### config.mk
export PLATFORM = sky130hd
export DESIGN_NAME = trip_fuel_distance_accumulator_top_flat
export DESIGN_NICKNAME = d
export VERILOG_FILES = /design/src/rtl/tfda_pkg.sv /design/src/rtl/tfda_ifs.sv /design/src/rtl/tfda_datapath.sv /design/src/rtl/tfda_ctrl.sv /design/src/rtl/trip_fuel_distance_accumulator_top.sv /design/src/flat_wrapper.sv
export VERILOG_INCLUDE_DIRS = /design/src /design/src/rtl
export SDC_FILE = /design/constraint.sdc
export NUM_CORES = 1
export LEC_CHECK = 0
export CAP_MARGIN = 10
export CORE_MARGIN = 1
export CORE_UTILIZATION = 40
export CTS_BUF_LIST = sky130_fd_sc_hd__clkbuf_16
export CTS_CLUSTER_SIZE = 28
export DETAILED_ROUTE_END_ITERATION = 6
export DONT_BUFFER_PORTS = 1
export MAX_ROUTING_LAYER = met4
export PLACE_DENSITY = 0.62
export SLEW_MARGIN = 20
export SYNTH_ARGS = -nofsm -noshare
export SYNTH_HDL_FRONTEND = slang
export SYNTH_SLANG_ARGS = --single-unit
### constraint.sdc
create_clock -name clk -period 17.47 [get_ports clk]
set_clock_uncertainty 0.2 [all_clocks]
set_input_delay 3.494 -clock clk [delete_from_list [all_inputs] [get_ports clk]]
set_output_delay 3.494 -clock clk [all_outputs]
set_load 0.02 [all_outputs]
### src/rtl/trip_fuel_distance_accumulator_top_macros.svh
// Assertion helpers shared by the trip computer modules.
// Each macro expects clk and rst_n to be visible in the using module.
`ifndef TRIP_FUEL_DISTANCE_ACCUMULATOR_TOP_MACROS_SVH
`define TRIP_FUEL_DISTANCE_ACCUMULATOR_TOP_MACROS_SVH

// Same-cycle implication, disabled while reset is held.
`define TFDA_ASSERT_IMP(lbl, ante, cons, msg) \
  lbl: assert property (@(posedge clk) disable iff (!rst_n) (ante) |-> (cons)) \
    else $error(msg);

// Next-cycle implication, disabled while reset is held.
`define TFDA_ASSERT_NEXT(lbl, ante, cons, msg) \
  lbl: assert property (@(posedge clk) disable iff (!rst_n) (ante) |=> (cons)) \
    else $error(msg);

`endif

### src/rtl/tfda_pkg.sv
`timescale 1ns / 1ps
package tfda_pkg;

  // Tick period and derived tick count per second.
  localparam int unsigned TICK_PERIOD_MS   = 50;
  localparam int unsigned TICKS_PER_SECOND = 1000 / TICK_PERIOD_MS;

  // Fixed-point units and limits.
  localparam int unsigned GRAM_ONE     = 65536;
  localparam int unsigned GRAM_SHIFT   = 16;
  localparam int unsigned METER_ONE    = 360000;
  localparam int unsigned GAP_LIMIT_US = 200000;
  localparam int unsigned US_PER_S     = 1000000;

  // Field widths.
  localparam int unsigned AMOUNT_W = 20;
  localparam int unsigned TIME_W   = 32;
  localparam int unsigned SPEED_W  = 16;
  localparam int unsigned TOTAL_W  = 32;
  localparam int unsigned TICK_W   = 10;

  // Internal widths.
  localparam int unsigned GFRAC_W   = GRAM_SHIFT + 1;
  localparam int unsigned GSUM_W    = AMOUNT_W + 1;
  localparam int unsigned GCARRY_W  = GSUM_W - GRAM_SHIFT;
  localparam int unsigned MFRAC_W   =
    $clog2((2 ** SPEED_W - 1) * TICK_PERIOD_MS + METER_ONE + 1);
  localparam int unsigned GAP_W     = $clog2(GAP_LIMIT_US + 1);
  localparam int unsigned SCALE_W   = $clog2(US_PER_S + 1);
  localparam int unsigned PROD_W    = AMOUNT_W + SCALE_W;
  localparam int unsigned DIV_CNT_W = $clog2(PROD_W);

  // Request kinds; the remaining code leaves the state unchanged.
  typedef enum logic [1:0] {
    REQ_PULSE = 2'd0,
    REQ_TICK  = 2'd1,
    REQ_CLEAR = 2'd2
  } req_type_t;

  typedef struct packed {
    logic [1:0]          req_type;
    logic [AMOUNT_W-1:0] fuel_amount;
    logic [TIME_W-1:0]   time_now_us;
    logic [SPEED_W-1:0]  speed_centi_kmh;
    logic                engine_running;
  } in_item_t;

  typedef struct packed {
    logic [TOTAL_W-1:0] consumed_grams;
    logic [TOTAL_W-1:0] fuel_rate;
    logic [TOTAL_W-1:0] distance_meters;
    logic [TOTAL_W-1:0] ignition_on_seconds;
    logic [TOTAL_W-1:0] engine_run_seconds;
  } out_item_t;

  // Commands from the controller to the datapath.
  typedef struct packed {
    logic load;
    logic mul;
    logic div_step;
    logic rate_write;
    logic mtr_step;
    logic out_load;
  } ctrl_cmd_t;

  // Status from the datapath to the controller.
  typedef struct packed {
    logic div_en;
    logic mtr_more;
  } dp_sts_t;

endpackage

### src/rtl/tfda_ifs.sv
`timescale 1ns / 1ps
// Request channel into the trip computer.
interface tfda_in_if import tfda_pkg::*; ();
  logic                valid;
  logic                ready;
  logic [1:0]          req_type;
  logic [AMOUNT_W-1:0] fuel_amount;
  logic [TIME_W-1:0]   time_now_us;
  logic [SPEED_W-1:0]  speed_centi_kmh;
  logic                engine_running;

  modport source (
    output valid, req_type, fuel_amount, time_now_us, speed_centi_kmh, engine_running,
    input  ready
  );
  modport sink (
    input  valid, req_type, fuel_amount, time_now_us, speed_centi_kmh, engine_running,
    output ready
  );
endinterface

// Result channel out of the trip computer.
interface tfda_out_if import tfda_pkg::*; ();
  logic               valid;
  logic               ready;
  logic [TOTAL_W-1:0] consumed_grams;
  logic [TOTAL_W-1:0] fuel_rate;
  logic [TOTAL_W-1:0] distance_meters;
  logic [TOTAL_W-1:0] ignition_on_seconds;
  logic [TOTAL_W-1:0] engine_run_seconds;

  modport source (
    output valid, consumed_grams, fuel_rate, distance_meters, ignition_on_seconds,
           engine_run_seconds,
    input  ready
  );
  modport sink (
    input  valid, consumed_grams, fuel_rate, distance_meters, ignition_on_seconds,
           engine_run_seconds,
    output ready
  );
endinterface

### src/rtl/tfda_datapath.sv
`timescale 1ns / 1ps
`include "trip_fuel_distance_accumulator_top_macros.svh"
module tfda_datapath import tfda_pkg::*; (
  input  logic       clk,
  input  logic       rst_n,
  input  in_item_t   in_item,
  input  ctrl_cmd_t  cmd,
  output dp_sts_t    sts,
  output out_item_t  out_item
);

  // Trip state.
  logic [TOTAL_W-1:0] gram_total_r;
  logic [GFRAC_W-1:0] gram_frac_r;
  logic [TOTAL_W-1:0] meter_total_r;
  logic [MFRAC_W-1:0] mfrac_r;
  logic [TICK_W-1:0]  tick_r;
  logic [TOTAL_W-1:0] ign_sec_r;
  logic [TOTAL_W-1:0] run_sec_r;
  logic [TIME_W-1:0]  last_time_r;
  logic               pulse_seen_r;
  logic [TOTAL_W-1:0] rate_r;
  logic               div_en_r;

  // Rate working registers.
  logic [AMOUNT_W-1:0] amount_r;
  logic [GAP_W-1:0]    gap_r;
  logic [PROD_W-1:0]   dq_r;
  logic [GAP_W-1:0]    rem_r;

  out_item_t out_r;

  // Gram accumulation: carry whole grams while the fraction exceeds one gram.
  logic [GSUM_W-1:0]   gsum;
  logic [GSUM_W-1:0]   gsum_m1;
  logic [GCARRY_W-1:0] gcarry;
  logic [GFRAC_W-1:0]  gfrac_nxt;

  always_comb begin
    gsum    = GSUM_W'(gram_frac_r) + GSUM_W'(in_item.fuel_amount);
    gsum_m1 = gsum - GSUM_W'(1);
    if (gsum == '0) begin
      gcarry    = '0;
      gfrac_nxt = '0;
    end else begin
      gcarry    = gsum_m1[GSUM_W-1:GRAM_SHIFT];
      gfrac_nxt = GFRAC_W'(gsum_m1[GRAM_SHIFT-1:0]) + GFRAC_W'(1);
    end
  end

  // Pulse gap check decides whether a division is needed.
  logic [TIME_W-1:0] gap;
  logic              div_en_nxt;

  always_comb begin
    gap        = in_item.time_now_us - last_time_r;
    div_en_nxt = pulse_seen_r && (gap != '0) && (gap <= TIME_W'(GAP_LIMIT_US));
  end

  // Tick counter with wrap at one second.
  logic [TICK_W-1:0] tick_inc;
  logic              sec_wrap;

  always_comb begin
    tick_inc = tick_r + TICK_W'(1);
    sec_wrap = (tick_inc >= TICK_W'(TICKS_PER_SECOND));
  end

  // One restoring division step.
  logic [GAP_W:0]   div_trial;
  logic [GAP_W:0]   div_diff;
  logic             div_bit;

  always_comb begin
    div_trial = {rem_r, dq_r[PROD_W-1]};
    div_diff  = div_trial - {1'b0, gap_r};
    div_bit   = (div_trial >= {1'b0, gap_r});
  end

  // Trip state updates.
  always_ff @(posedge clk) begin
    if (!rst_n) begin
      gram_total_r  <= '0;
      gram_frac_r   <= '0;
      meter_total_r <= '0;
      mfrac_r       <= '0;
      tick_r        <= '0;
      ign_sec_r     <= '0;
      run_sec_r     <= '0;
      last_time_r   <= '0;
      pulse_seen_r  <= 1'b0;
      rate_r        <= '0;
      div_en_r      <= 1'b0;
    end else begin
      if (cmd.load) begin
        case (in_item.req_type)
          REQ_PULSE: begin
            gram_frac_r  <= gfrac_nxt;
            gram_total_r <= gram_total_r + TOTAL_W'(gcarry);
            last_time_r  <= in_item.time_now_us;
            pulse_seen_r <= 1'b1;
            div_en_r     <= div_en_nxt;
            if (!div_en_nxt) begin
              rate_r <= '0;
            end
          end
          REQ_TICK: begin
            mfrac_r <= mfrac_r
                       + MFRAC_W'(in_item.speed_centi_kmh) * MFRAC_W'(TICK_PERIOD_MS);
            if (sec_wrap) begin
              tick_r    <= '0;
              ign_sec_r <= ign_sec_r + TOTAL_W'(1);
              if (in_item.engine_running) begin
                run_sec_r <= run_sec_r + TOTAL_W'(1);
              end
            end else begin
              tick_r <= tick_inc;
            end
          end
          REQ_CLEAR: begin
            gram_total_r  <= '0;
            gram_frac_r   <= '0;
            meter_total_r <= '0;
            mfrac_r       <= '0;
            tick_r        <= '0;
            ign_sec_r     <= '0;
            run_sec_r     <= '0;
          end
          default: begin
          end
        endcase
      end
      if (cmd.mtr_step) begin
        mfrac_r       <= mfrac_r - MFRAC_W'(METER_ONE);
        meter_total_r <= meter_total_r + TOTAL_W'(1);
      end
      if (cmd.rate_write) begin
        rate_r <= (|dq_r[PROD_W-1:TOTAL_W]) ? '0 : dq_r[TOTAL_W-1:0];
      end
    end
  end

  // Rate working registers and result register.
  always_ff @(posedge clk) begin
    if (cmd.load) begin
      amount_r <= in_item.fuel_amount;
      gap_r    <= GAP_W'(gap);
    end
    if (cmd.mul) begin
      dq_r  <= PROD_W'(amount_r) * PROD_W'(US_PER_S);
      rem_r <= '0;
    end
    if (cmd.div_step) begin
      dq_r  <= {dq_r[PROD_W-2:0], div_bit};
      rem_r <= div_bit ? div_diff[GAP_W-1:0] : div_trial[GAP_W-1:0];
    end
    if (cmd.out_load) begin
      out_r.consumed_grams      <= gram_total_r;
      out_r.fuel_rate           <= rate_r;
      out_r.distance_meters     <= meter_total_r;
      out_r.ignition_on_seconds <= ign_sec_r;
      out_r.engine_run_seconds  <= run_sec_r;
    end
  end

  assign sts.div_en   = div_en_r;
  assign sts.mtr_more = (mfrac_r > MFRAC_W'(METER_ONE));
  assign out_item     = out_r;

  // Fractions are back in range whenever a result is captured.
  `TFDA_ASSERT_IMP(a_meter_frac, cmd.out_load, mfrac_r <= MFRAC_W'(METER_ONE), "meter fraction out of range at result")
  `TFDA_ASSERT_IMP(a_gram_frac, cmd.out_load, gram_frac_r <= GFRAC_W'(GRAM_ONE), "gram fraction out of range at result")
  `TFDA_ASSERT_NEXT(a_rate_zero, cmd.load && (in_item.req_type == REQ_PULSE) && !div_en_nxt, rate_r == '0, "rate not cleared for an unusable pulse gap")

endmodule

### src/rtl/tfda_ctrl.sv
`timescale 1ns / 1ps
`include "trip_fuel_distance_accumulator_top_macros.svh"
module tfda_ctrl import tfda_pkg::*; (
  input  logic       clk,
  input  logic       rst_n,
  input  logic       in_valid,
  output logic       in_ready,
  input  logic [1:0] req_type,
  output logic       out_valid,
  input  logic       out_ready,
  input  dp_sts_t    sts,
  output ctrl_cmd_t  cmd
);

  typedef enum logic [2:0] {
    S_IDLE,
    S_MUL,
    S_DIV,
    S_RATE,
    S_MTR,
    S_DONE
  } state_t;

  state_t               state_r, state_nxt;
  logic [DIV_CNT_W-1:0] div_cnt_r, div_cnt_nxt;
  logic                 out_valid_r, out_valid_nxt;

  // Next state and datapath commands.
  always_comb begin
    state_nxt     = state_r;
    div_cnt_nxt   = div_cnt_r;
    out_valid_nxt = out_valid_r && !out_ready;
    cmd           = '0;
    unique case (state_r)
      S_IDLE: begin
        if (in_valid) begin
          cmd.load = 1'b1;
          unique case (req_type_t'(req_type))
            REQ_PULSE: state_nxt = S_MUL;
            REQ_TICK:  state_nxt = S_MTR;
            default:   state_nxt = S_DONE;
          endcase
        end
      end
      S_MUL: begin
        cmd.mul     = 1'b1;
        div_cnt_nxt = '0;
        state_nxt   = sts.div_en ? S_DIV : S_DONE;
      end
      S_DIV: begin
        cmd.div_step = 1'b1;
        if (div_cnt_r == DIV_CNT_W'(PROD_W - 1)) begin
          div_cnt_nxt = '0;
          state_nxt   = S_RATE;
        end else begin
          div_cnt_nxt = div_cnt_r + DIV_CNT_W'(1);
        end
      end
      S_RATE: begin
        cmd.rate_write = 1'b1;
        state_nxt      = S_DONE;
      end
      S_MTR: begin
        if (sts.mtr_more) begin
          cmd.mtr_step = 1'b1;
        end else begin
          state_nxt = S_DONE;
        end
      end
      S_DONE: begin
        if (!out_valid_r || out_ready) begin
          cmd.out_load  = 1'b1;
          out_valid_nxt = 1'b1;
          state_nxt     = S_IDLE;
        end
      end
      default: state_nxt = S_IDLE;
    endcase
  end

  // State and registered outputs.
  always_ff @(posedge clk) begin
    if (!rst_n) begin
      state_r     <= S_IDLE;
      div_cnt_r   <= '0;
      out_valid_r <= 1'b0;
    end else begin
      state_r     <= state_nxt;
      div_cnt_r   <= div_cnt_nxt;
      out_valid_r <= out_valid_nxt;
    end
  end

  assign in_ready  = (state_r == S_IDLE);
  assign out_valid = out_valid_r;

  // The step counter only moves during division; a waiting result is never dropped.
  `TFDA_ASSERT_IMP(a_cnt_idle, state_r != S_DIV, div_cnt_r == '0, "divider count active outside division")
  `TFDA_ASSERT_NEXT(a_tick_to_mtr, in_valid && in_ready && (req_type == REQ_TICK), state_r == S_MTR, "tick request did not enter meter carry")
  `TFDA_ASSERT_NEXT(a_out_hold, out_valid_r && !out_ready, out_valid_r, "result dropped before it was taken")

endmodule

### src/rtl/trip_fuel_distance_accumulator_top.sv
// Trip computer: one result per request, with totals taken after the update.
// Pulse with a usable gap: result valid 43 cycles after acceptance, next request
// 44 cycles after it; the 40-step restoring rate divider sets this figure.
// Other pulses: result 2, next request 3; tick: 2 and 3 plus one per meter carried;
// clear and unknown: 1 and 2. A result held back by the sink delays the next one.
// Synchronous active-low reset zeroes all totals, rate and pulse timing at once.
`timescale 1ns / 1ps
module trip_fuel_distance_accumulator_top import tfda_pkg::*; (
  input logic        clk,
  input logic        rst_n,
  tfda_in_if.sink    in_chan,
  tfda_out_if.source out_chan
);

  in_item_t   in_item;
  out_item_t  out_item;
  ctrl_cmd_t  cmd;
  dp_sts_t    sts;

  // Gather the request fields.
  assign in_item.req_type        = in_chan.req_type;
  assign in_item.fuel_amount     = in_chan.fuel_amount;
  assign in_item.time_now_us     = in_chan.time_now_us;
  assign in_item.speed_centi_kmh = in_chan.speed_centi_kmh;
  assign in_item.engine_running  = in_chan.engine_running;

  tfda_ctrl u_ctrl (
    .clk       (clk),
    .rst_n     (rst_n),
    .in_valid  (in_chan.valid),
    .in_ready  (in_chan.ready),
    .req_type  (in_chan.req_type),
    .out_valid (out_chan.valid),
    .out_ready (out_chan.ready),
    .sts       (sts),
    .cmd       (cmd)
  );

  tfda_datapath u_dp (
    .clk      (clk),
    .rst_n    (rst_n),
    .in_item  (in_item),
    .cmd      (cmd),
    .sts      (sts),
    .out_item (out_item)
  );

  // Drive the result fields.
  assign out_chan.consumed_grams      = out_item.consumed_grams;
  assign out_chan.fuel_rate           = out_item.fuel_rate;
  assign out_chan.distance_meters     = out_item.distance_meters;
  assign out_chan.ignition_on_seconds = out_item.ignition_on_seconds;
  assign out_chan.engine_run_seconds  = out_item.engine_run_seconds;

endmodule
### src/flat_wrapper.sv
// flat-port wrapper written by rule: the top's interface ports become plain ports
module trip_fuel_distance_accumulator_top_flat import tfda_pkg::*;
  (clk, rst_n, in_chan_valid, in_chan_req_type, in_chan_fuel_amount, in_chan_time_now_us, in_chan_speed_centi_kmh, in_chan_engine_running, in_chan_ready, out_chan_valid, out_chan_consumed_grams, out_chan_fuel_rate, out_chan_distance_meters, out_chan_ignition_on_seconds, out_chan_engine_run_seconds, out_chan_ready);
  tfda_in_if in_chan_i ();
  tfda_out_if out_chan_i ();
  input logic clk;
  input logic rst_n;
  input wire logic [$bits(in_chan_i.valid)-1:0] in_chan_valid;
  input wire logic [$bits(in_chan_i.req_type)-1:0] in_chan_req_type;
  input wire logic [$bits(in_chan_i.fuel_amount)-1:0] in_chan_fuel_amount;
  input wire logic [$bits(in_chan_i.time_now_us)-1:0] in_chan_time_now_us;
  input wire logic [$bits(in_chan_i.speed_centi_kmh)-1:0] in_chan_speed_centi_kmh;
  input wire logic [$bits(in_chan_i.engine_running)-1:0] in_chan_engine_running;
  output wire logic [$bits(in_chan_i.ready)-1:0] in_chan_ready;
  output wire logic [$bits(out_chan_i.valid)-1:0] out_chan_valid;
  output wire logic [$bits(out_chan_i.consumed_grams)-1:0] out_chan_consumed_grams;
  output wire logic [$bits(out_chan_i.fuel_rate)-1:0] out_chan_fuel_rate;
  output wire logic [$bits(out_chan_i.distance_meters)-1:0] out_chan_distance_meters;
  output wire logic [$bits(out_chan_i.ignition_on_seconds)-1:0] out_chan_ignition_on_seconds;
  output wire logic [$bits(out_chan_i.engine_run_seconds)-1:0] out_chan_engine_run_seconds;
  input wire logic [$bits(out_chan_i.ready)-1:0] out_chan_ready;
  assign in_chan_i.valid = in_chan_valid;
  assign in_chan_i.req_type = in_chan_req_type;
  assign in_chan_i.fuel_amount = in_chan_fuel_amount;
  assign in_chan_i.time_now_us = in_chan_time_now_us;
  assign in_chan_i.speed_centi_kmh = in_chan_speed_centi_kmh;
  assign in_chan_i.engine_running = in_chan_engine_running;
  assign in_chan_ready = in_chan_i.ready;
  assign out_chan_valid = out_chan_i.valid;
  assign out_chan_consumed_grams = out_chan_i.consumed_grams;
  assign out_chan_fuel_rate = out_chan_i.fuel_rate;
  assign out_chan_distance_meters = out_chan_i.distance_meters;
  assign out_chan_ignition_on_seconds = out_chan_i.ignition_on_seconds;
  assign out_chan_engine_run_seconds = out_chan_i.engine_run_seconds;
  assign out_chan_i.ready = out_chan_ready;
  trip_fuel_distance_accumulator_top u_core (.clk(clk), .rst_n(rst_n), .in_chan(in_chan_i), .out_chan(out_chan_i));
endmodule
==> qor.yml, run 1 <==
outcome:
  status: "complete, no violations"
synth:
  syn_inst: 3153
  ys.flop_type: "edfxtp_1"
  ys_seq_area_share_pct: 41.5
  yosys.area.top_type_share_pct: 25.0
  synth_nets: 3593
  synth.top_cells.by_count: "308 x nor2_1, 303 x nand2_1, 274 x ha_1"
  yosysMostFrequentCell: "nor2_1"
  syn_area_per_cell_um2: 9.74
  ys_ff_latch: 508
  synth_warnings: 0
  synth_area_leaders: "edfxtp_1 25%, dfxtp_1 16%, ha_1 11%"
  synth_largest_area_cell: "edfxtp_1"
  syn_area_um2: 30700
  synth_edf_count: 256
  ys_types: 96
  async_reset_ff_share_pct: 0
placement:
  dp_hpwl_mm: 51.2
  gp_congestion: 0.879
  port_buffers: 0
sta:
  finalCritPeriodShare_pct: 51.2
  hold_viol: 0
  maxSlewViolCount: 0
  fin_crit_ps: 8940
  slew_headroom_pct: 41.4
  tightest_slew_ps: 879
  clock.fmax_mhz: 112
  rsz0062_at_grt: "no"
  setup_violations: 0
  fin_setup_tns_ps: 0
worst_hold_path:
  holdPathStages: 0
  holdCritStartpoint: "u_core.u_dp.rate_r[1]$_SDFFE_PN0P_"
  hold_class: "flip-flop to flip-flop"
  hold_path_end: "u_core.u_dp.out_item[97]$_DFFE_PP_"
power_and_ir_drop:
  p_per_area_nw_per_um2: 159
  ir_worst_vdd_mv: 0.189
  power_leakage_nw: 13.4
  p_total_mw: 5.36
worst_setup_path:
  crit_type: "input port to flip-flop"
  rr_worst_depth: 22
  worstPathMaxFanout: 6
  crit_path_end_kind: "flip-flop"
  cp.depth: 23
  timing.rr.end: "u_core.u_dp.dq_r[39]$_DFFE_PP_"
  arrival_ps: 9270
  cp_top_family: "simple AND/OR/NAND/NOR gates"
  cpMaxStageDelayCell: "a211oi_1"
  cpPeakStageDelay_ps: 620
  start_kind: "input port"
  cp_num_buf_inv: 0
  path_cells: "ha_1, fa_1, a211oi_2, o21ai_2, and3_1, a221o_1, xor2_1, or4_4, nor3_4, nor4b_4, nor2_1, ha_1, a21o_1, a21oi_1, nor2b_1, o21ai_0, a211oi_1, and3_1, nand3_1, nor2_1, nand3_1, xor2_1, nor2_1"
  rrSetupSlack_ps: 10740
  critical_path.most_common_cell: "nor2_1"
  required_ps: 17800
  r2r-start: "u_core.u_dp.amount_r[5]$_DFFE_PP_"
clocking:
  cts_tree: "done"
  hold_buffers: 0
  root_buffer: "clkbuf_16"
  cts-htree-levels: 2
  cts_setup_buffers: 0
  cts_resized: 0
  clk_latency_ps: 640
  clk_path_buf_depth: 3
  clkSinkCount: 508
  cts.clk_slew.worst_paths_ps: 60
  numCtsBuffers: 56
grt:
  grt_max_degree: 69
  grt_pass1_vias: 21351
  grt-ovfl-total: 0
  grt_pass1_wl_mm: 113
  antenna_found_initial: 2
  grt_use_total_pct: 18.4
floorplan:
  core-area_um2: 75900
  num_rows: 101
  io_pins: 237
  initial_utilization_pct: 40.4
  die_h_um: 279
  dieArea_um2: 77900
  die_w_um: 279
routing:
  firstDrtPassIters: 7
  vias: 22125
  drtAntennaViolNets: 0
  drc_errors: 0
  drt-total-wl_mm: 69.9
  viasPerCell: 5.24
  routedWlPerCell_um: 16.6
  drt-initial-drc-count: 1214
flow_run:
  maxCapViolCount: 0
layout:
  nets: 3577
  drive_above_1_share_pct: 5.75
  area_delta_synth_final_pct: 9.96
[through the flow]
stage | area [um2] | utilization, % | setup slack (ps) | std cells | hold slack, ps
after global routing | 33800 | 44.4 | 8000 | 4219 | 241
after detailed placement | 31800 | 41.9 | 7900 | 4107 | 217
after global placement | 31800 | 41.9 | 7910 | 4107 | 214
after CTS | 33700 | 44.4 | 8560 | 4213 | 231
after floorplan | 30700 | - | 6420 | 3153 | 208
final | 33800 | 44.4 | 8530 | 4219 | 228
[how the worst max path moves through the flow]
stage,startpoint,end
after floorplan,out_chan_ready,u_core.u_dp.out_item[0]$_DFFE_PP_
after global placement,in_chan_fuel_amount[0],u_core.u_dp.gram_total_r[31]$_SDFFE_PN0P_
after detailed placement,in_chan_fuel_amount[0],u_core.u_dp.gram_total_r[29]$_SDFFE_PN0P_
after CTS,in_chan_fuel_amount[0],u_core.u_dp.gram_total_r[29]$_SDFFE_PN0P_
after global routing,in_chan_fuel_amount[0],u_core.u_dp.gram_total_r[29]$_SDFFE_PN0P_
final,in_chan_fuel_amount[0],u_core.u_dp.gram_total_r[29]$_SDFFE_PN0P_
[layout by cell type, fill, tap and decap left out, types with 10 or more instances in the layout]
cell	instances
a211o_1	11
a211oi_1	17
a21o_1	39
a21oi_1	180
a22oi_2	10
a2bb2oi_1	32
a31oi_1	27
and2_1	27
and3_1	40
and4_1	18
buf_4	21
clkbuf_16	56
clkinv_2	13
dfxtp_1	252
edfxtp_1	256
fa_1	91
ha_1	274
inv_1	263
mux2i_1	15
nand2_1	301
nand2b_1	23
nand3_1	110
nand4_1	41
nor2_1	307
nor2b_1	17
nor3_1	58
o2111ai_1	13
o211ai_1	12
o21a_1	36
o21ai_0	125
o21ai_1	28
o21bai_1	15
o31ai_1	10
or2_2	15
or3_1	26
xnor2_1	117
xor2_1	92
[worst reg2reg max path: cells and delay by family (launching register included)]
family / cells / cell delay (ps)
adder cells (fa/ha/maj): 7 / 3140
buffers and inverters: 4 / 300
AND/OR/NAND/NOR: 2 / 270
flip-flops: 1 / 600
AO/OA/AOI/OAI: 9 / 1970
[cell families (layout without fill, tap and decap cells)]
group,Yosys count,after routing,synth area share (%)
AO/OA/AOI/OAI,653,653,14.0
AND/OR/NAND/NOR,1053,1053,16.5
XOR/XNOR,209,209,5.96
other,0,4,0
adder cells (fa/ha/maj),365,365,17.1
buffers and inverters,349,381,4.41
flip-flops,508,508,41.5
multiplexers,16,16,0.526
[metal layers]
layer | GRT usage, % | vias up | wire, um
li1 | - | 11156 | -
met1 | 22.9 | 10551 | 31800
met2 | 30.9 | 335 | 33800
met3 | 3.36 | 83 | 2930
met4 | 4.45 | 0 | 1400
met5 | - | - | 0
[state kept, by name (all words and copies together) (netlist names), 17 cells and up]
register                   flops
u_core.u_dp.out_item         160
u_core.u_dp.dq_r              40
u_core.u_dp.gram_total_r      32
u_core.u_dp.ign_sec_r         32
u_core.u_dp.last_time_r       32
u_core.u_dp.meter_total_r     32
u_core.u_dp.rate_r            32
u_core.u_dp.run_sec_r         32
u_core.u_dp.mfrac_r           21
u_core.u_dp.amount_r          20
u_core.u_dp.gap_r             18
u_core.u_dp.rem_r             18
u_core.u_dp.gram_frac_r       17
[cell type report]
type	count	area (um2)
fill	7293	42200
multi-input combinational	2296	16700
sequential	508	12700
clock buffer	56	1400
tap	1030	1290
inverter	252	948
clock inverter	50	513
timing repair buffer	23	200
antenna	4	10.0
[power breakdown]
group	internal [mW]	switching (mW)
Clock	0.707	0.509
Combinational	1.15	1.44
Sequential	1.46	0.0876
No activity file was read; power rests on OpenSTA's default activity.
==> run 2: changes to the inputs <==
==> constraint.sdc (replaced) <==
create_clock -name clk -period 9.1 [get_ports clk]
set_clock_uncertainty 0.2 [all_clocks]
set_input_delay 1.82 -clock clk [delete_from_list [all_inputs] [get_ports clk]]
set_output_delay 1.82 -clock clk [all_outputs]
set_load 0.02 [all_outputs]
==> run 2 against run 1 <==
Effect of this change:
- non-clock buffer count shrank 3
- clock power increased by 93%
- die area stayed put
- routed wire length rose by 0.32%
- clock-buffer cell count increased by 1
- final cell count hardly changed
- setup slack lost 6400 ps
- critical path depth increased by 1
- first-iteration DRC count shrank 17%
==> qor.yml, run 2 (same netlist as run 1, synthesis figures left out) <==
layout:
  drive_above_1_share_pct: 5.72  # -0.026 points
  final_cells: 4217  # -0.047%
  final_common_cell: "nor2_1"
  area_delta_synth_final_pct: 9.98  # about the same
  fillers: 7254  # -0.53%
  mostFrequentLayoutCells: "307 x nor2_1, 301 x nand2_1, 274 x ha_1"
  largest_reg_flops: 160  # unchanged
  nets: 3574  # -0.084%
floorplan:
  die_w_um: 279  # unchanged
  die_h_um: 279  # unchanged
  dieArea_um2: 77900  # unchanged
  core-area_um2: 75900  # unchanged
  initial_utilization_pct: 40.4  # unchanged
  num_rows: 101  # unchanged
  io_pins: 237  # unchanged
worst_hold_path:
  holdPathStages: 0  # unchanged
  hold_class: "flip-flop to flip-flop"
  holdCritStartpoint: "u_core.u_dp.rate_r[15]$_SDFFE_PN0P_"
  hold_path_end: "u_core.u_dp.out_item[111]$_DFFE_PP_"
sta:
  clock.fmax_mhz: 143
  setup_violations: 0  # unchanged
  fin_setup_tns_ps: 0  # unchanged
  fin_crit_ps: 7000
  finalCritPeriodShare_pct: 76.9
  whs_ps: 226  # -2.04 ps
  tightest_slew_ps: 1100  # +224 ps
  slew_headroom_pct: 26.2  # -15 points
  maxSlewViolCount: 0  # unchanged
  rsz0062_at_grt: "no"
  hold_viol: 0  # unchanged
flow_run:
  maxCapViolCount: 0  # unchanged
power_and_ir_drop:
  power_leakage_nw: 13.3  # -0.24%
  p_per_area_nw_per_um2: 307  # +93%
  ir_worst_vdd_mv: 0.381  # +100%
worst_setup_path:
  cpMaxStageDelayCell: "or4_4"
  crit_path_end_kind: "flip-flop"
  cpPeakStageDelay_ps: 590  # -30 ps
  critical_path.most_common_cell: "nor2_1"
  rrSetupSlack_ps: 2350  # -8390 ps
  timing.rr.end: "u_core.u_dp.dq_r[39]$_DFFE_PP_"
  path_cells: "ha_1, fa_1, a211o_1, a21oi_2, o22ai_1, or4_4, nor3_2, nand3_2, nor3_4, nor4b_4, nor2_1, ha_1, a21o_1, a21oi_1, nor2b_1, o21ai_0, a211oi_1, buf_4, and3_1, nand3_1, nor2_1, nand3_1, xor2_1, nor2_1"
  start_kind: "input port"
  crit_type: "input port to flip-flop"
  r2r-start: "u_core.u_dp.amount_r[5]$_DFFE_PP_"
  rr_worst_depth: 22  # unchanged
  worstPathMaxFanout: 7  # +1
  required_ps: 9410  # -8390 ps
  arrival_ps: 7310  # -1960 ps
clocking:
  cts-htree-levels: 2  # unchanged
  clk_path_buf_depth: 3  # unchanged
  clk_latency_ps: 630  # about the same
  numCtsBuffers: 56  # unchanged
  root_buffer: "clkbuf_16"
  cts_setup_buffers: 0  # unchanged
  cts.clk_slew.worst_paths_ps: 60  # about the same
  cts_resized: 0  # unchanged
  clkSinkCount: 508  # unchanged
  cts_tree: "done"
  hold_buffers: 0  # unchanged
placement:
  gp_congestion: 0.870  # -0.99%
  dp.cells: 4104  # -0.073%
  port_buffers: 0  # unchanged
  dp_hpwl_mm: 51.1  # about the same
grt:
  grt_max_degree: 129  # +87%
  grt_use_total_pct: 18.4  # about the same
  grt-ovfl-total: 0  # unchanged
  antenna_found_initial: 4  # +2
  grt_pass1_wl_mm: 113  # -0.30%
  grt_pass1_vias: 21115  # -1.1%
routing:
  drt-initial-drc-count: 1009  # -17%
  routedWlPerCell_um: 16.6  # +0.36%
  drtAntennaViolNets: 0  # unchanged
  drt-total-wl_mm: 70.1  # +0.32%
  firstDrtPassIters: 5  # -2
  viasPerCell: 5.22  # -0.49%
  vias: 22007  # -0.53%
  drc_errors: 0  # unchanged
outcome:
  status: "complete, no violations"
==> run 2: cell count changes in the layout (fill, tap and decap cells not counted), sizes merged <==
cell,previous run,this run
buf,23,20
inv,265,262
clkinvlp,4,6
clkbuf,56,57
diode,4,5
==> run 2: final cells by class <==
cell class	count	area (um2)	share of cell area [%]
antenna	5	12.5	0.0371
clock buffer	57	1430	4.22
sequential	508	12700	37.7
inverter	252	948	2.81
clock inverter	49	495	1.47
tap	1030	1290	3.82
timing repair buffer	20	183	0.541
multi-input combinational	2296	16700	49.4
==> run 2: where the power goes <==
part           internal [mW]  total (mW)  switching, mW
registers               2.81        2.97          0.166
logic                   2.22        5.03           2.81
clock network           1.37        2.35          0.979
==> run 2: critical path: cells and delay by family <==
kind / cells / cell delay, ps
compound gates: 7 / 1220
xor+xnor: 1 / 150
fa+ha+maj: 3 / 1010
buf+inv: 1 / 170
simple gates: 12 / 2930
==> run 2: how the worst max path moves through the flow <==
stage	start	cells past startpoint	endpoint
detailed placement	in_chan_fuel_amount[0]	24	u_core.u_dp.gram_total_r[29]$_SDFFE_PN0P_
finish	in_chan_fuel_amount[0]	24	u_core.u_dp.gram_total_r[29]$_SDFFE_PN0P_
global route	in_chan_fuel_amount[0]	24	u_core.u_dp.gram_total_r[29]$_SDFFE_PN0P_
floorplan	in_chan_fuel_amount[0]	23	u_core.u_dp.gram_total_r[29]$_SDFFE_PN0P_
global placement	in_chan_fuel_amount[0]	24	u_core.u_dp.gram_total_r[31]$_SDFFE_PN0P_
CTS	in_chan_fuel_amount[0]	24	u_core.u_dp.gram_total_r[29]$_SDFFE_PN0P_
==> run 2: through the flow <==
| step | util [%] | area [um2] | setup WS (ps) | total power, mW |
|---|---|---|---|---|
| 2_1_floorplan | - | 30700 | 1990 | 7.03 |
| 5_1_grt | 44.5 | 33800 | 1570 | 11.3 |
| 3_3_place_gp | 41.9 | 31800 | 1540 | 8.04 |
| 4_1_cts | 44.4 | 33700 | 2170 | 10.5 |
| 6_report | 44.5 | 33800 | 2100 | 10.4 |
| 3_5_place_dp | 41.9 | 31800 | 1520 | 8.08 |
==> run 2: layer usage <==
layer / GRT usage [%] / part of all wire [%] / routed length, um
met5: - / 0 / 0
met4: 5.40 / 2.7 / 1920
met3: 3.74 / 4.8 / 3360
met2: 30.2 / 48 / 33400
met1: 22.8 / 45 / 31400
==> run 3: changes to the inputs <==
--- a/config.mk
+++ b/config.mk
@@ -6,6 +6,7 @@
 export SDC_FILE = /design/constraint.sdc
 export NUM_CORES = 1
 export LEC_CHECK = 0
+export ABC_AREA = 1
 export CAP_MARGIN = 10
 export CORE_MARGIN = 1
 export CORE_UTILIZATION = 40
==> constraint.sdc (replaced) <==
create_clock -name clk -period 7.2 [get_ports clk]
set_clock_uncertainty 0.2 [all_clocks]
set_input_delay 1.44 -clock clk [delete_from_list [all_inputs] [get_ports clk]]
set_output_delay 1.44 -clock clk [all_outputs]
set_load 0.02 [all_outputs]
==> run 3 against run 2 <==
Effect of this change:
- the flow now finishes with violations (design-rule violations)
- final cell count increased by 23%
- clock-buffer cell count rose by 1
- synthesized cell count rose by 30%
- via count grew 19%
- die area is 6.4% higher
- sequential cell count is the same
- sequential power grew 48%
- first-iteration DRC count up 57%
- hold slack got worse by 12 ps
- critical path depth fell by 1
- critical endpoint is now u_core.u_dp.dq_r[36]$_DFFE_PP_
- largest cell class unchanged
- highest routed layer unchanged
==> qor.yml, run 3 <==
sta:
  hold_viol: 0  # unchanged
  tightest_slew_ps: 1050  # -56.8 ps
  rsz0062_at_grt: "no"
  maxSlewViolCount: 0  # unchanged
  slew_headroom_pct: 30.1  # +3.9 points
  fin_ws_ps: 1120  # -978 ps
  fin_setup_tns_ps: 0  # unchanged
  clock.fmax_mhz: 165
  finalCritPeriodShare_pct: 84.4
  setup_violations: 0  # unchanged
  fin_crit_ps: 6080
power_and_ir_drop:
  power_leakage_nw: 14.9  # +12%
  p_comb_share_pct: 60.0  # +11 points
  seqPwrFrac_pct: 23.9  # -4.8 points
  p_sw_mw: 8.31  # +110%
  pwr-share-clk_pct: 16.1  # -6.6 points
  ir_worst_vdd_mv: 0.914  # +140%
  p_int_mw: 10.1  # +58%
  p_per_area_nw_per_um2: 516  # +68%
  p_sw_share_pct: 45.1  # +6.8 points
worst_setup_path:
  timing.rr.end: "u_core.u_dp.dq_r[36]$_DFFE_PP_"
  crit_type: "flip-flop to flip-flop"
  critical_path.most_common_cell: "fa_1"
  path_cells: "inv_1, fa_1, fa_1, inv_1, fa_1, fa_1, ha_1, inv_1, fa_1, inv_1, ha_1, a21oi_1, o21ai_0, o21bai_1, a21oi_1, o21ai_0, nand2_1, nand2_1, nand2_1, nand3_1, or2_2, nand3_1, nand2_1"
  cpPeakStageDelay_ps: 560  # -30 ps
  rrSetupSlack_ps: 1120  # -1230 ps
  crit_path_end_kind: "flip-flop"
  rr_worst_depth: 23  # +4.5%
  cpMaxStageDelayCell: "fa_1"
  r2r-start: "u_core.u_dp.amount_r[4]$_DFFE_PP_"
  worstPathMaxFanout: 5  # -2
  arrival_ps: 6240  # -1070 ps
  start_kind: "flip-flop"
  crit_start: "u_core.u_dp.amount_r[4]$_DFFE_PP_"
  required_ps: 7360  # -2050 ps
  cp-endpoint: "u_core.u_dp.dq_r[36]$_DFFE_PP_"
clocking:
  hold_buffers: 0  # unchanged
  root_buffer: "clkbuf_16"
  cts_setup_buffers: 0  # unchanged
  clk_path_buf_depth: 3  # unchanged
  cts-htree-levels: 2  # unchanged
  cts_resized: 0  # unchanged
  numCtsBuffers: 57  # +1.8%
  clkSinkCount: 508  # unchanged
  cts_tree: "done"
  clk_latency_ps: 630  # about the same
  cts.clk_slew.worst_paths_ps: 60  # about the same
floorplan:
  die_w_um: 288  # +3.2%
  dieArea_um2: 82900  # +6.4%
  die_h_um: 288  # +3.2%
  io_pins: 237  # unchanged
  core-area_um2: 80700  # +6.2%
  num_rows: 104  # +3.0%
  initial_utilization_pct: 40.5  # +0.098 points
synth:
  synth_area_leaders: "edfxtp_1 24%, dfxtp_1 15%, nand2_1 12%"
  synth_warnings: 0  # unchanged
  async_reset_ff_share_pct: 0  # unchanged
  syn_inst: 4093  # +30%
  syn_area_per_cell_um2: 7.99  # -18%
  synth_edf_count: 256  # unchanged
  ys_types: 61  # -36%
  synth_nets: 4533  # +26%
  syn_area_um2: 32700  # +6.5%
  synth_largest_area_cell: "edfxtp_1"
  yosys.area.top_type_share_pct: 23.5  # -1.5 points
  ys_ff_latch: 508  # unchanged
  synth.top_cells.by_count: "1009 x nand2_1, 575 x inv_1, 361 x a21oi_1"
  ys_seq_area_share_pct: 38.9  # -2.5 points
  ys.flop_type: "edfxtp_1"
  yosysMostFrequentCell: "nand2_1"
placement:
  gp_congestion: 0.940  # +8.0%
  dp.cells: 5088  # +24%
  port_buffers: 0  # unchanged
  dp_hpwl_mm: 61.8  # +21%
  placed_cell_area_um2: 33800  # +6.4%
  dp_slack_ps: 889  # -630 ps
layout:
  area_delta_synth_final_pct: 9.44
  finalInstanceArea_um2: 35800  # +6.0%
  final_cells: 5202  # +23%
  largest_reg_flops: 160  # unchanged
  final_common_cell: "nand2_1"
  drive_above_1_share_pct: 4.18  # -1.5 points
  nets: 4527  # +27%
  mostFrequentLayoutCells: "1008 x nand2_1, 581 x inv_1, 361 x a21oi_1"
  fillers: 8109  # +12%
  post-route-util_pct: 44.3  # -0.11 points
routing:
  drtAntennaViolNets: 0  # unchanged
  routedWlPerCell_um: 15.5  # -6.6%
  drt-initial-drc-count: 1584  # +57%
  firstDrtPassIters: 7  # +2
  viasPerCell: 5.03  # -3.7%
  drt-total-wl_mm: 80.8  # +15%
  drc_errors: 34  # +34
  vias: 26154  # +19%
flow_run:
  maxCapViolCount: 0  # unchanged
grt:
  grtUsageMet3_pct: 3.62  # -0.12 points
  busiest_layer: "met2"
  grt_util_met1_pct: 25.7  # +3.0 points
  grt_pass1_vias: 24847  # +18%
  met2_usage_pct: 32.0  # +1.8 points
  antenna_found_initial: 4  # unchanged
  grt_pass1_wl_mm: 130  # +15%
  grt_max_degree: 153  # +19%
  grt-ovfl-total: 0  # unchanged
  grt_use_total_pct: 19.9  # +1.5 points
outcome:
  violations: "design-rule violations"
  status: "complete, but fails checks"
worst_hold_path:
  hold_class: "flip-flop to flip-flop"
-- run 3: cell count changes after synthesis, moves of 24 or more --
| cell | before | now |
|---|---|---|
| a21o_1 | 39 | 7 |
| and3_1 | 41 | 7 |
| o21a_1 | 36 | 8 |
| and2_1 | 28 | 4 |
| or3_1 | 26 | 1 |
| nor3_1 | 59 | 84 |
| o21ai_0 | 125 | 176 |
| inv_1 | 252 | 575 |
| a2bb2oi_1 | 32 | 0 |
| nand4_1 | 41 | 67 |
| nand3_1 | 110 | 206 |
| a21oi_1 | 182 | 361 |
| nand2_1 | 303 | 1009 |
| xnor2_1 | 117 | 53 |
-- run 3: final cells by class --
type,count,area (um2),area share [%]
Antenna cell,6,15.0,0.0420
Inverter,587,2210,6.17
Clock inverter,50,487,1.36
Timing Repair Buffer,14,118,0.329
Clock buffer,58,1450,4.06
Tap cell,1060,1330,3.71
Multi-Input combinational cell,2919,17400,48.7
Sequential cell,508,12700,35.6
-- run 3: worst min-delay path by stage --
stage | to | depth (start not counted) | startpoint
finish | u_core.u_dp.out_item[114]$_DFFE_PP_ | 0 | u_core.u_dp.rate_r[18]$_SDFFE_PN0P_
detailed placement | u_core.u_dp.out_item[116]$_DFFE_PP_ | 0 | u_core.u_dp.rate_r[20]$_SDFFE_PN0P_
floorplan | u_core.u_dp.out_item[136]$_DFFE_PP_ | 0 | u_core.u_dp.gram_total_r[8]$_SDFFE_PN0P_
global placement | u_core.u_dp.out_item[112]$_DFFE_PP_ | 0 | u_core.u_dp.rate_r[16]$_SDFFE_PN0P_
CTS | u_core.u_dp.out_item[114]$_DFFE_PP_ | 0 | u_core.u_dp.rate_r[18]$_SDFFE_PN0P_
global route | u_core.u_dp.out_item[114]$_DFFE_PP_ | 0 | u_core.u_dp.rate_r[18]$_SDFFE_PN0P_
-- run 3: per-layer routing --
metal	share of wire [%]	vias to the layer above
met4	2.5	0
met5	0	-
met2	46	480
met1	47	12017
met3	5.3	104
li1	-	13553
-- run 3: power by group through the flow --
stage	clock (mW)	combinational [mW]	sequential, mW
finish	2.97	11.1	4.41
global route	3.16	12.8	4.46
CTS	3.05	11.2	4.41
detailed placement	0	11.0	4.47
global placement	0	11.0	4.47
floorplan	0	8.78	4.38
-- run 3: worst max-delay path, delay by kind of cell, from the launching register on --
kind                       cells  cell delay (ps)
AOI/OAI and AO/OA              5              970
adders and majority gates      7             3180
buffers and inverters          4              300
DFF                            1              460
and+or+nand+nor                7              710
-- run 3: logic make-up after synthesis --
logic type | after synthesis | synth area share (%)
xor+xnor | 122 | 3.27
compound gates | 639 | 10.5
flops | 508 | 38.9
fa+ha+maj | 365 | 16.1
buf+inv | 666 | 7.76
simple gates | 1793 | 23.5
-- run 3: metrics by stage --
step,hold slack [ps],total power [mW]
6_report,214,18.4
5_1_grt,235,20.5
4_1_cts,206,18.6
3_5_place_dp,218,15.5
3_3_place_gp,214,15.5
2_1_floorplan,208,13.2
